==> src/sv/pdd_pkg.sv <==
// ----------------------------------------------------------------------------
// pdd_pkg - shared types and constants of the polyline delta decoder
// Request and response payloads, the classified character and the
// coordinate helpers used by the decode stage.
// ----------------------------------------------------------------------------
package pdd_pkg;

   // Width of the accumulator and of the running sums.
   localparam int CoordWidth = 32;

   localparam logic [7:0] CharBias  = 8'd63;
   localparam logic [7:0] MoreMark  = 8'h20;
   localparam logic [7:0] MoreLimit = CharBias + MoreMark;
   localparam int         ChunkBits = 5;
   localparam logic [5:0] ShiftFull = 6'd63;

   // Entries of the queue between front and back.
   localparam int QueueDepth = 2;
   localparam int QueuePtrW  = $clog2(QueueDepth);
   localparam int QueueCntW  = $clog2(QueueDepth + 1);

   typedef logic [CoordWidth-1:0] coord_type;
   typedef logic [5:0]            shift_type;
   typedef logic [ChunkBits-1:0]  chunk_type;

   typedef struct packed {
      logic [7:0] code_char;
      logic       first_of_string;
   } req_type;

   typedef struct packed {
      logic signed [31:0] latitude;
      logic signed [31:0] longitude;
   } rsp_type;

   // Character after classification.
   typedef struct packed {
      logic      first;
      logic      more;
      chunk_type chunk;
   } item_type;

   // Undo the zigzag sign mapping.
   function automatic coord_type unzigzag(input coord_type v);
      coord_type half;
      half = {v[CoordWidth-1], v[CoordWidth-1:1]};
      if (v[0]) begin
         half = ~half;
      end
      return half;
   endfunction

   // Sign-extend or truncate a sum to the 32-bit output.
   function automatic logic signed [31:0] to_out(input coord_type v);
      return 32'(signed'(v));
   endfunction

endpackage

==> src/sv/pdd_front.sv <==
// ----------------------------------------------------------------------------
// pdd_front - request intake and character classification
// Registers each request as a chunk, a continuation mark and a start flag.
// ----------------------------------------------------------------------------
module pdd_front (
   input  logic              clock,
   input  logic              reset,
   input  logic              req_valid,
   output logic              req_ready,
   input  pdd_pkg::req_type  req_data,
   output logic              item_valid,
   input  logic              item_ready,
   output pdd_pkg::item_type item_data
);

   logic              valid_ff;
   logic              valid_in;
   pdd_pkg::item_type item_ff;
   pdd_pkg::item_type item_in;
   logic              take;
   logic [7:0]        diff;

   assign req_ready  = !valid_ff || item_ready;
   assign take       = req_valid && req_ready;
   assign item_valid = valid_ff;
   assign item_data  = item_ff;

   always_comb begin
      diff            = req_data.code_char - pdd_pkg::CharBias;
      item_in.first   = req_data.first_of_string;
      item_in.more    = req_data.code_char >= pdd_pkg::MoreLimit;
      item_in.chunk   = diff[pdd_pkg::ChunkBits-1:0];
      if (take) begin
         valid_in = 1'b1;
      end else if (item_ready) begin
         valid_in = 1'b0;
      end else begin
         valid_in = valid_ff;
      end
   end

   always_ff @(posedge clock) begin
      if (reset) begin
         valid_ff <= 1'b0;
      end else begin
         valid_ff <= valid_in;
      end
   end

   always_ff @(posedge clock) begin
      if (take) begin
         item_ff <= item_in;
      end
   end

endmodule

==> src/sv/pdd_queue.sv <==
// ----------------------------------------------------------------------------
// pdd_queue - short queue of classified characters
// Decouples the intake stage from the decode stage.
// ----------------------------------------------------------------------------
module pdd_queue (
   input  logic              clock,
   input  logic              reset,
   input  logic              in_valid,
   output logic              in_ready,
   input  pdd_pkg::item_type in_data,
   output logic              out_valid,
   input  logic              out_ready,
   output pdd_pkg::item_type out_data
);

   pdd_pkg::item_type                 slot_ff [pdd_pkg::QueueDepth];
   logic [pdd_pkg::QueuePtrW-1:0]     wr_ptr_ff;
   logic [pdd_pkg::QueuePtrW-1:0]     wr_ptr_in;
   logic [pdd_pkg::QueuePtrW-1:0]     rd_ptr_ff;
   logic [pdd_pkg::QueuePtrW-1:0]     rd_ptr_in;
   logic [pdd_pkg::QueueCntW-1:0]     count_ff;
   logic [pdd_pkg::QueueCntW-1:0]     count_in;
   logic                              push;
   logic                              pop;

   assign in_ready  = count_ff != pdd_pkg::QueueCntW'(pdd_pkg::QueueDepth);
   assign out_valid = count_ff != '0;
   assign out_data  = slot_ff[rd_ptr_ff];
   assign push      = in_valid && in_ready;
   assign pop       = out_valid && out_ready;

   always_comb begin
      wr_ptr_in = wr_ptr_ff;
      rd_ptr_in = rd_ptr_ff;
      if (push) begin
         if (wr_ptr_ff == pdd_pkg::QueuePtrW'(pdd_pkg::QueueDepth - 1)) begin
            wr_ptr_in = '0;
         end else begin
            wr_ptr_in = wr_ptr_ff + 1'b1;
         end
      end
      if (pop) begin
         if (rd_ptr_ff == pdd_pkg::QueuePtrW'(pdd_pkg::QueueDepth - 1)) begin
            rd_ptr_in = '0;
         end else begin
            rd_ptr_in = rd_ptr_ff + 1'b1;
         end
      end
      unique case ({push, pop})
         2'b10:   count_in = count_ff + 1'b1;
         2'b01:   count_in = count_ff - 1'b1;
         default: count_in = count_ff;
      endcase
   end

   always_ff @(posedge clock) begin
      if (reset) begin
         wr_ptr_ff <= '0;
         rd_ptr_ff <= '0;
         count_ff  <= '0;
      end else begin
         wr_ptr_ff <= wr_ptr_in;
         rd_ptr_ff <= rd_ptr_in;
         count_ff  <= count_in;
      end
   end

   always_ff @(posedge clock) begin
      if (push) begin
         slot_ff[wr_ptr_ff] <= in_data;
      end
   end

   assert property (@(posedge clock) disable iff (reset)
      count_ff <= pdd_pkg::QueueCntW'(pdd_pkg::QueueDepth))
      else $error("queue count beyond depth");

   assert property (@(posedge clock) disable iff (reset)
      push && !pop |=> count_ff == $past(count_ff) + 1'b1)
      else $error("queue push lost");

   assert property (@(posedge clock) disable iff (reset)
      pop && !push |=> count_ff == $past(count_ff) - 1'b1)
      else $error("queue pop lost");

endmodule

==> src/sv/pdd_back.sv <==
// ----------------------------------------------------------------------------
// pdd_back - chunk gathering, zigzag decode and running sums
// Consumes one classified character per cycle while no point waits on rsp_ready, and registers each point.
// ----------------------------------------------------------------------------
module pdd_back (
   input  logic              clock,
   input  logic              reset,
   input  logic              item_valid,
   output logic              item_ready,
   input  pdd_pkg::item_type item_data,
   output logic              rsp_valid,
   input  logic              rsp_ready,
   output pdd_pkg::rsp_type  rsp_data
);

   pdd_pkg::coord_type acc_ff;
   pdd_pkg::coord_type acc_in;
   pdd_pkg::shift_type shift_ff;
   pdd_pkg::shift_type shift_in;
   logic               on_lng_ff;
   logic               on_lng_in;
   pdd_pkg::coord_type lat_sum_ff;
   pdd_pkg::coord_type lat_sum_in;
   pdd_pkg::coord_type lng_sum_ff;
   pdd_pkg::coord_type lng_sum_in;
   logic               rsp_valid_ff;
   logic               rsp_valid_in;
   pdd_pkg::rsp_type   rsp_data_ff;
   pdd_pkg::rsp_type   rsp_data_in;

   logic               fire;
   pdd_pkg::coord_type base_acc;
   pdd_pkg::shift_type base_shift;
   logic               base_lng;
   pdd_pkg::coord_type base_lat;
   pdd_pkg::coord_type base_lng_sum;
   logic               gather;
   pdd_pkg::coord_type new_acc;
   logic [6:0]         shift_sum;
   pdd_pkg::shift_type next_shift;
   pdd_pkg::coord_type delta;
   pdd_pkg::coord_type lat_add;
   pdd_pkg::coord_type lng_add;

   assign item_ready = !rsp_valid_ff || rsp_ready;
   assign fire       = item_valid && item_ready;
   assign rsp_valid  = rsp_valid_ff;
   assign rsp_data   = rsp_data_ff;

   always_comb begin
      // A start flag clears everything before this character.
      base_acc     = item_data.first ? '0 : acc_ff;
      base_shift   = item_data.first ? '0 : shift_ff;
      base_lng     = item_data.first ? 1'b0 : on_lng_ff;
      base_lat     = item_data.first ? '0 : lat_sum_ff;
      base_lng_sum = item_data.first ? '0 : lng_sum_ff;

      gather  = (base_shift != pdd_pkg::ShiftFull)
                && (7'(base_shift) < 7'(pdd_pkg::CoordWidth));
      new_acc = gather
                ? base_acc | (pdd_pkg::CoordWidth'(item_data.chunk) << base_shift)
                : base_acc;

      shift_sum  = 7'(base_shift) + 7'(pdd_pkg::ChunkBits);
      next_shift = (shift_sum > 7'(pdd_pkg::ShiftFull)) ? pdd_pkg::ShiftFull
                                                        : shift_sum[5:0];

      delta   = pdd_pkg::unzigzag(new_acc);
      lat_add = base_lat + delta;
      lng_add = base_lng_sum + delta;

      acc_in       = acc_ff;
      shift_in     = shift_ff;
      on_lng_in    = on_lng_ff;
      lat_sum_in   = lat_sum_ff;
      lng_sum_in   = lng_sum_ff;
      rsp_data_in  = rsp_data_ff;
      rsp_valid_in = rsp_valid_ff && !rsp_ready;

      if (fire) begin
         lat_sum_in = base_lat;
         lng_sum_in = base_lng_sum;
         on_lng_in  = base_lng;
         if (item_data.more) begin
            acc_in   = new_acc;
            shift_in = next_shift;
         end else begin
            acc_in   = '0;
            shift_in = '0;
            if (!base_lng) begin
               lat_sum_in = lat_add;
               on_lng_in  = 1'b1;
            end else begin
               lng_sum_in           = lng_add;
               on_lng_in            = 1'b0;
               rsp_valid_in         = 1'b1;
               rsp_data_in.latitude  = pdd_pkg::to_out(base_lat);
               rsp_data_in.longitude = pdd_pkg::to_out(lng_add);
            end
         end
      end
   end

   always_ff @(posedge clock) begin
      if (reset) begin
         acc_ff       <= '0;
         shift_ff     <= '0;
         on_lng_ff    <= 1'b0;
         lat_sum_ff   <= '0;
         lng_sum_ff   <= '0;
         rsp_valid_ff <= 1'b0;
      end else begin
         acc_ff       <= acc_in;
         shift_ff     <= shift_in;
         on_lng_ff    <= on_lng_in;
         lat_sum_ff   <= lat_sum_in;
         lng_sum_ff   <= lng_sum_in;
         rsp_valid_ff <= rsp_valid_in;
      end
   end

   always_ff @(posedge clock) begin
      rsp_data_ff <= rsp_data_in;
   end

   assert property (@(posedge clock) disable iff (reset)
      fire && item_data.more |=> shift_ff != '0)
      else $error("continued value did not advance chunk position");

   assert property (@(posedge clock) disable iff (reset)
      fire && !item_data.more |=> shift_ff == '0 && acc_ff == '0)
      else $error("accumulator not cleared at value end");

   assert property (@(posedge clock) disable iff (reset)
      fire && !item_data.more && item_data.first
      |=> on_lng_ff && !$past(rsp_valid_ff && !rsp_ready) |-> !rsp_valid_ff)
      else $error("first value of a string emitted a point");

   assert property (@(posedge clock) disable iff (reset)
      fire && !item_data.more && on_lng_ff && !item_data.first
      |=> rsp_valid_ff && !on_lng_ff)
      else $error("longitude end did not emit a point");

endmodule

==> src/sv/polyline_delta_decoder_top.sv <==
// ----------------------------------------------------------------------------
// polyline_delta_decoder_top - encoded polyline decoder
// Decodes one polyline character per cycle into running latitude and
// longitude sums and emits a point after each longitude.
// ----------------------------------------------------------------------------
// Usage:
//   req_* carries one character of the encoded string per request, with
//   first_of_string set on the first character of each string; that flag
//   clears the chunk state, the lat/lng toggle and both sums before the
//   character is decoded.
//   rsp_* carries one point (latitude, longitude) each time a longitude
//   value completes; sums are integers in units of ten to minus precision
//   and wrap modulo 2^32.
// Path: the character ending a longitude passes the intake register, the
//   queue and the decode stage, which feeds the response register that
//   drives rsp_valid.
// Throughput: one character per cycle while no point stalls on rsp_ready,
//   set by the decode stage (chunk OR, zigzag, a 32-bit add per sum).
// Reset: synchronous; clears all decode state, empties the queue and drops
//   rsp_valid.
// Stall: while rsp_ready is low the response register holds its point, the
//   decode stage stops, the two-entry queue and intake register fill, then req_ready drops.
// ----------------------------------------------------------------------------
module polyline_delta_decoder_top (
   input  logic             clock,
   input  logic             reset,
   input  logic             req_valid,
   output logic             req_ready,
   input  pdd_pkg::req_type req_data,
   output logic             rsp_valid,
   input  logic             rsp_ready,
   output pdd_pkg::rsp_type rsp_data
);

   // Intake stage to queue.
   logic              front_valid;
   logic              front_ready;
   pdd_pkg::item_type front_item;

   // Queue to decode stage.
   logic              back_valid;
   logic              back_ready;
   pdd_pkg::item_type back_item;

   // Classify each character: chunk, continuation mark, start flag.
   pdd_front u_front (
      .clock      (clock),
      .reset      (reset),
      .req_valid  (req_valid),
      .req_ready  (req_ready),
      .req_data   (req_data),
      .item_valid (front_valid),
      .item_ready (front_ready),
      .item_data  (front_item)
   );

   // Hold classified characters so intake and decode stall independently.
   pdd_queue u_queue (
      .clock     (clock),
      .reset     (reset),
      .in_valid  (front_valid),
      .in_ready  (front_ready),
      .in_data   (front_item),
      .out_valid (back_valid),
      .out_ready (back_ready),
      .out_data  (back_item)
   );

   // Gather chunks, undo zigzag, advance sums and register each point.
   pdd_back u_back (
      .clock      (clock),
      .reset      (reset),
      .item_valid (back_valid),
      .item_ready (back_ready),
      .item_data  (back_item),
      .rsp_valid  (rsp_valid),
      .rsp_ready  (rsp_ready),
      .rsp_data   (rsp_data)
   );

endmodule
==> config.mk <==
export PLATFORM = sky130hd
export DESIGN_NAME = polyline_delta_decoder_top
export DESIGN_NICKNAME = d
export VERILOG_FILES = /design/src/sv/pdd_pkg.sv /design/src/sv/pdd_front.sv /design/src/sv/pdd_queue.sv /design/src/sv/pdd_back.sv /design/src/sv/polyline_delta_decoder_top.sv
export SDC_FILE = /design/constraint.sdc
export NUM_CORES = 1
export LEC_CHECK = 0
export BUFFER_PORTS_ARGS = -buffer_cell sky130_fd_sc_hd__buf_2
export CORE_AREA = 2 2 146 148
export CTS_BUF_LIST = sky130_fd_sc_hd__clkbuf_8 sky130_fd_sc_hd__clkbuf_16
export DETAILED_ROUTE_END_ITERATION = 12
export DIE_AREA = 0 0 148 150
export GPL_ROUTABILITY_DRIVEN = 0
export PLACE_DENSITY = 0.8
export SYNTH_ARGS = -nofsm -noshare
export SYNTH_HDL_FRONTEND = slang
export SYNTH_SLANG_ARGS = --single-unit
==> constraint.sdc <==
create_clock -name clock -period 7.08 [get_ports clock]
set_input_delay 2.124 -clock clock [delete_from_list [all_inputs] [get_ports clock]]
set_output_delay 2.124 -clock clock [all_outputs]
set_load 0.01 [all_outputs]
After elaboration in Yosys (flattened, before gate mapping)
Memory sizes are Yosys's and may differ from the RTL's. A register that Yosys moved wholly into a read port is not among the register bits.
Cells that the tools add are included.
{"block": "totals", "out_inout_bits": 66, "register_bits": 180, "memories": 1, "wordCells": 77, "mem_bits_rw": 14}
{"block": "op_classes", "n_bitwise": 3, "magnitude_cmp": 3, "n_reduce_logical": 14, "mux": 28, "shift": 1, "eq_ne": 4, "add_sub_neg": 8}
{"name": "u_queue.slot_ff", "depth": 2, "word_bits": 7, "rd": 1, "rd_clocked_by_memory_dff": 1, "write_ports": 1, "line": "pdd_queue.sv:16", "text": "pdd_pkg::item_type slot_ff [pdd_pkg::QueueDepth];"}
{"op": "two-way mux 32 bit", "count": 10}
{"op": "adder 32 bit", "count": 2}
{"op": "inverter 32 bit", "count": 1}
{"op": "bitwise OR 32 bit", "count": 1}
{"op": "<< shifter 5 x 6 -> 32 bit", "count": 1}
{"op": "two-way mux 6 bit", "count": 3}
{"op": "two-way mux 1 bit", "count": 14}
{"op": "greater-or-equal comparator 8 x 7 -> 1 bit (second input constant)", "count": 1}
{"op": "adder 6 x 3 -> 7 bit (second input constant)", "count": 1}
{"op": "> comparator 7 x 6 -> 1 bit (second input constant)", "count": 1}
{"op": "< comparator 6 bit (second input constant)", "count": 1}
{"op": "!= test 6 bit (second input constant)", "count": 1}
{"op": "nonzero test 2 bit", "count": 3}
{"op": "logical AND 1 bit", "count": 5}
{"op": "subtractor 5 bit (second input constant)", "count": 1}
{"op": "case mux 2 bit (2 select lines)", "count": 1}
{"op": "logical NOT 1 bit", "count": 3}
{"op": "AND reduction 3 bit", "count": 1}
{"op": "adder 1 bit (second input constant)", "count": 2}
{"op": "adder 2 x 1 -> 2 bit (second input constant)", "count": 1}
{"op": "== test 2 x 1 -> 1 bit (second input constant)", "count": 1}
{"op": "== test 2 bit (second input constant)", "count": 1}
{"op": "logical OR 1 bit", "count": 2}
{"op": "!= test 2 bit (second input constant)", "count": 1}
{"op": "2 further kinds", "count": 2}

Longest topological paths before layout
{"block": "depth", "depth_word": 9, "mapped_depth": 28, "mapped_depth_nobuf": 22}

Modules after synthesis
Synthesis repeated with hierarchy kept, for this count alone.
{"block": "unflattened", "cells_unflattened": 1340, "area_unflattened_um2": 12182.9}
{"mod": "pdd_back", "area_per_inst_um2": 11126.9, "instances": 1, "cells_each": 1272, "seq_area_each_um2": 4003.8}
{"mod": "pdd_queue", "area_per_inst_um2": 725.7, "instances": 1, "cells_each": 46, "seq_area_each_um2": 520.5}
{"mod": "pdd_front", "area_per_inst_um2": 330.3, "instances": 1, "cells_each": 22, "seq_area_each_um2": 230.2}

Worst setup path before layout
No wires, ideal clock.
{"block": "synth_path", "path_kind": "flip-flop to flip-flop", "startpoint": "register (tool-made name)", "endpoint": "register u_back.lat_sum_ff[30]", "setup_ps": 117, "stages_incl_launch_ff": 29, "arrival_time_ps": 5512, "path_slack_ps": 1451, "period_less_slack_ps": 5629, "path_cell_list": "dfxtp_1 > buf_6 > mux2i_4 > buf_6 > buf_2 > buf_2 > buf_2 > clkbuf_1 > clkbuf_1 > clkbuf_1 > nand2_1 > o21ai_0 > xnor2_1 > inv_1 > fa_1 > inv_1 > a21o_1 > a21oi_1 > nor2b_1 > nor2_1 > maj3_2 > maj3_2 > o31ai_2 > o221ai_2 > maj3_2 > o211ai_1 > a31oi_1 > xnor2_1 > a22o_1"}
{"element": "end signal, assigned", "line": "pdd_back.sv:116", "text": "lat_sum_ff <= lat_sum_in;"}
{"element": "end, declared", "line": "pdd_back.sv:22", "text": "pdd_pkg::coord_type lat_sum_ff;"}

==> summary.txt <==
Vias/cell -> 6.524
Hold-fix buffers, CTS -> 0
GRT Util Overall -> 30.97%
post-synth cell types -> 105
Worst EP required -> 7.43 ns
Starting Density -> 60.64%
Tmin final -> 6.253 ns
status -> complete, no violations
internal power -> 0.002955 W
Async SR Flop Fraction -> 0%
NumNets Final -> 1482
area of the die -> 22200 µm²
Worst path slowest cell -> dfxtp_1
Port Buffers -> 78
row cnt -> 53
Pre-antenna DRT Iters -> 9
RSZ-0062 raised after global routing -> false
Iter 0 DRT Violations -> 1370
actual slew at the worst max-slew pin -> 1.203 ns
Startpoint Class -> register
grt ovf -> 0
Chip Height -> 150 µm
vias in the first global route -> 10290
share of layout cells above drive strength 1 -> 13.10%
Seq cells post-synth -> 195
fmax -> 159.9 MHz
largest net degree at the start of global routing -> 76
ant diodes -> 0
M1 WL -> 14340 µm
post-CTS sizing -> 0
DP Worst Slack -> 0.9778 ns
Worst Hold Class -> reg2reg
CTS Buffer Depth -> 2
Worst EP arrival -> 6.60 ns
core area -> 20690 µm²
Crit Path Max Fanout -> 75
clk root buf -> clkbuf_16
Setup violations, final -> 0
met3 WL -> 3205 µm
area grow syn2layout -> 8.866%
Final WS setup -> 0.8271 ns
register area share after synthesis -> 37.89%
Via Count -> 11100
Synth top area share -> 20.34%
CP Capture Type -> register
WL met2 -> 15230 µm
Peak VDD IR -> 0.2152 mV
ANT nets after route -> 0
FILL cells -> 1623
WL per Instance -> 20.04 µm
combinational power share -> 54.8%
top cells by area, synth -> edfxtp_1 20%, dfxtp_1 18%, xnor2_1 5.8%
slew margin rel. -> 19.52%
synth cell count leaders -> 152 x nor2_1, 110 x dfxtp_1, 110 x nand2_1, 104 x a21oi_1, 85 x edfxtp_1
clock power share -> 18.2%
Max Cap Viol -> 0
Worst Skew -> 0.01205 ns
syn nets -> 1442
# Post-CTS Setup Buffers -> 0
Mapped Avg Cell Area -> 9.132 µm²
leakage -> 5.422 nW
Top Metal Used -> met4
DP HPWL -> 24110 µm
CP max stage delay -> 0.85 ns
final hold violations -> 0
CP Class -> reg2reg
crit path cell chain -> mux2i_4 > buf_4 > a21o_1 > a31oi_4 > o22a_1 > xnor2_1 > ha_1 > a21oi_1 > nor2b_1 > nor2_1 > maj3_2 > maj3_2 > o31ai_2 > o221ai_2 > a2111oi_0 > a2111o_1 > o31ai_1 > xnor2_1 > a22o_1
Detailed Route WL -> 34100 µm
drc violations -> 0
ratio of final minimum period to clock period -> 88.32%
total negative slack -> 0 ns
Ys Warns -> 0
cell with the most instances after synthesis -> nor2_1
Die W -> 148 µm
Primary FF master, synth -> dfxtp_1
I/O pins -> 79
Sink Count -> 195
register share of total power -> 27.0%
antenna violations before repair -> 0
H-Tree Depth -> 4
Post-Syn Area -> 12550 µm²
Pins Over Slew Limit -> 0
first-pass GRT wire length -> 54410 µm
EDFF count, synth -> 85
switch share -> 45.63%
post-synth top area cell -> edfxtp_1
PD cells -> 397.8 nW/µm²
Num CTS Buffers -> 17
CTS tree -> yes
clock insertion delay at the later pin of the skew report -> 0.45 ns
sw power -> 0.002479 W
cell count after synthesis -> 1374
Clock transition at path regs -> 0.08 ns
[critical path, delay by kind of cell, from the launching register on]
family                   cells  cell delay, ns
flip-flops                   1            0.85
XOR/XNOR                     2            0.29
AND/OR/NAND/NOR              2            0.20
buffers and inverters        1            0.65
adder cells (fa/ha/maj)      3            1.04
AO/OA/AOI/OAI               10            2.69
multiplexers                 1            0.43
[layout by cell type (no fill, tap or decap), types with 5 or more instances in the layout]
master       n
o211ai_1     7
nor2b_1     16
a22o_1      25
ha_1        53
o22ai_1      9
edfxtp_1    85
xnor2_2      5
buf_4       16
a211oi_1    15
a31oi_1     16
or3_1        6
buf_2       78
inv_1       36
o21a_1       6
a22oi_1     46
nand4_1     10
a21o_1      25
mux2_2       5
mux2i_1      8
o21ai_0     60
a21oi_1    104
clkbuf_16   18
nor3_1      17
o21ai_1      8
nand3_1     31
nor2_1     151
xor2_1      30
and3_1      11
nand2_1    110
and2_1      57
nand2b_1    18
o21bai_1     6
o31ai_1     10
xnor2_1     83
dfxtp_1    110
[cells by family after synthesis]
| logic type | count (synthesis) | share of synthesized area [%] |
|---|---|---|
| AND/OR/NAND/NOR | 460 | 17.85 |
| AO/OA/AOI/OAI | 406 | 22.60 |
| flip-flops | 195 | 37.89 |
| XOR/XNOR | 126 | 9.862 |
| buffers and inverters | 108 | 3.819 |
| adder cells (fa/ha/maj) | 61 | 6.113 |
| multiplexers | 18 | 1.865 |
[power groups by stage]
stage	Combinational, W	Clock [W]	Sequential, W
2_1_floorplan	0.00227	0	0.00143
3_3_place_gp	0.00279	0	0.00148
3_5_place_dp	0.00286	0	0.00148
4_1_cts	0.00289	0.000993	0.00146
5_1_grt	0.00320	0.00104	0.00148
6_report	0.00298	0.000991	0.00146
[worst paths after layout]
check	start	end	slack (ns)	cells after the start
setup / recovery	register	u_back.lat_sum_ff[28]	0.83	19
hold / removal	u_front.item_data[6]	u_queue.slot_ff[0][6]	0.45	0
setup reg to reg	register	u_back.lat_sum_ff[28]	0.83	19
hold reg to reg	u_front.item_data[6]	u_queue.slot_ff[0][6]	0.45	0
[layout make-up]
| cell class | instances | area [µm²] | share of cell area (%) |
|---|---|---|---|
| clock buffer | 20 | 478.0 | 3.499 |
| clock inverter | 12 | 118.9 | 0.8702 |
| inverter | 35 | 131.4 | 0.9618 |
| multi-input combinational | 1071 | 7322 | 53.60 |
| sequential | 195 | 4755 | 34.81 |
| tap | 275 | 344.1 | 2.519 |
| timing repair buffer | 94 | 510.5 | 3.737 |
[per-stage QoR]
| step | hold slack [ns] | utilization (%) | power [W] | cell area, µm² | instances |
|---|---|---|---|---|---|
| 2_1_floorplan | 0.4215 | - | 0.003700 | 12550 | 1374 |
| 3_3_place_gp | 0.4221 | 63.14 | 0.004269 | 13060 | 1670 |
| 3_5_place_dp | 0.4298 | 63.14 | 0.004342 | 13060 | 1670 |
| 4_1_cts | 0.4465 | 66.02 | 0.005344 | 13660 | 1702 |
| 5_1_grt | 0.4626 | 66.02 | 0.005724 | 13660 | 1702 |
| 6_report | 0.4453 | 66.02 | 0.005434 | 13660 | 1702 |
[per-layer routing]
layer	vias to the layer above	GRT usage (%)
li1	5109	-
met1	5214	42.49
met2	663	48.19
met3	118	5.915
met4	0	12.81
met5	-	0
[registers in the layout (all words and copies together) (netlist names), named ones only]
name / count
u_back.lng_sum_ff: 32
u_front.item_data: 7
u_queue.wr_ptr_ff: 1
u_back.rsp_valid: 1
u_back.on_lng_ff: 1
u_back.shift_ff: 6
u_back.lat_sum_ff: 32
u_front.item_valid: 1
u_queue.rd_ptr_ff: 1
u_back.acc_ff: 32
u_queue.count_ff: 2
u_queue.slot_ff: 14
u_back.rsp_data: 64
(Power assumes the default switching activity.)
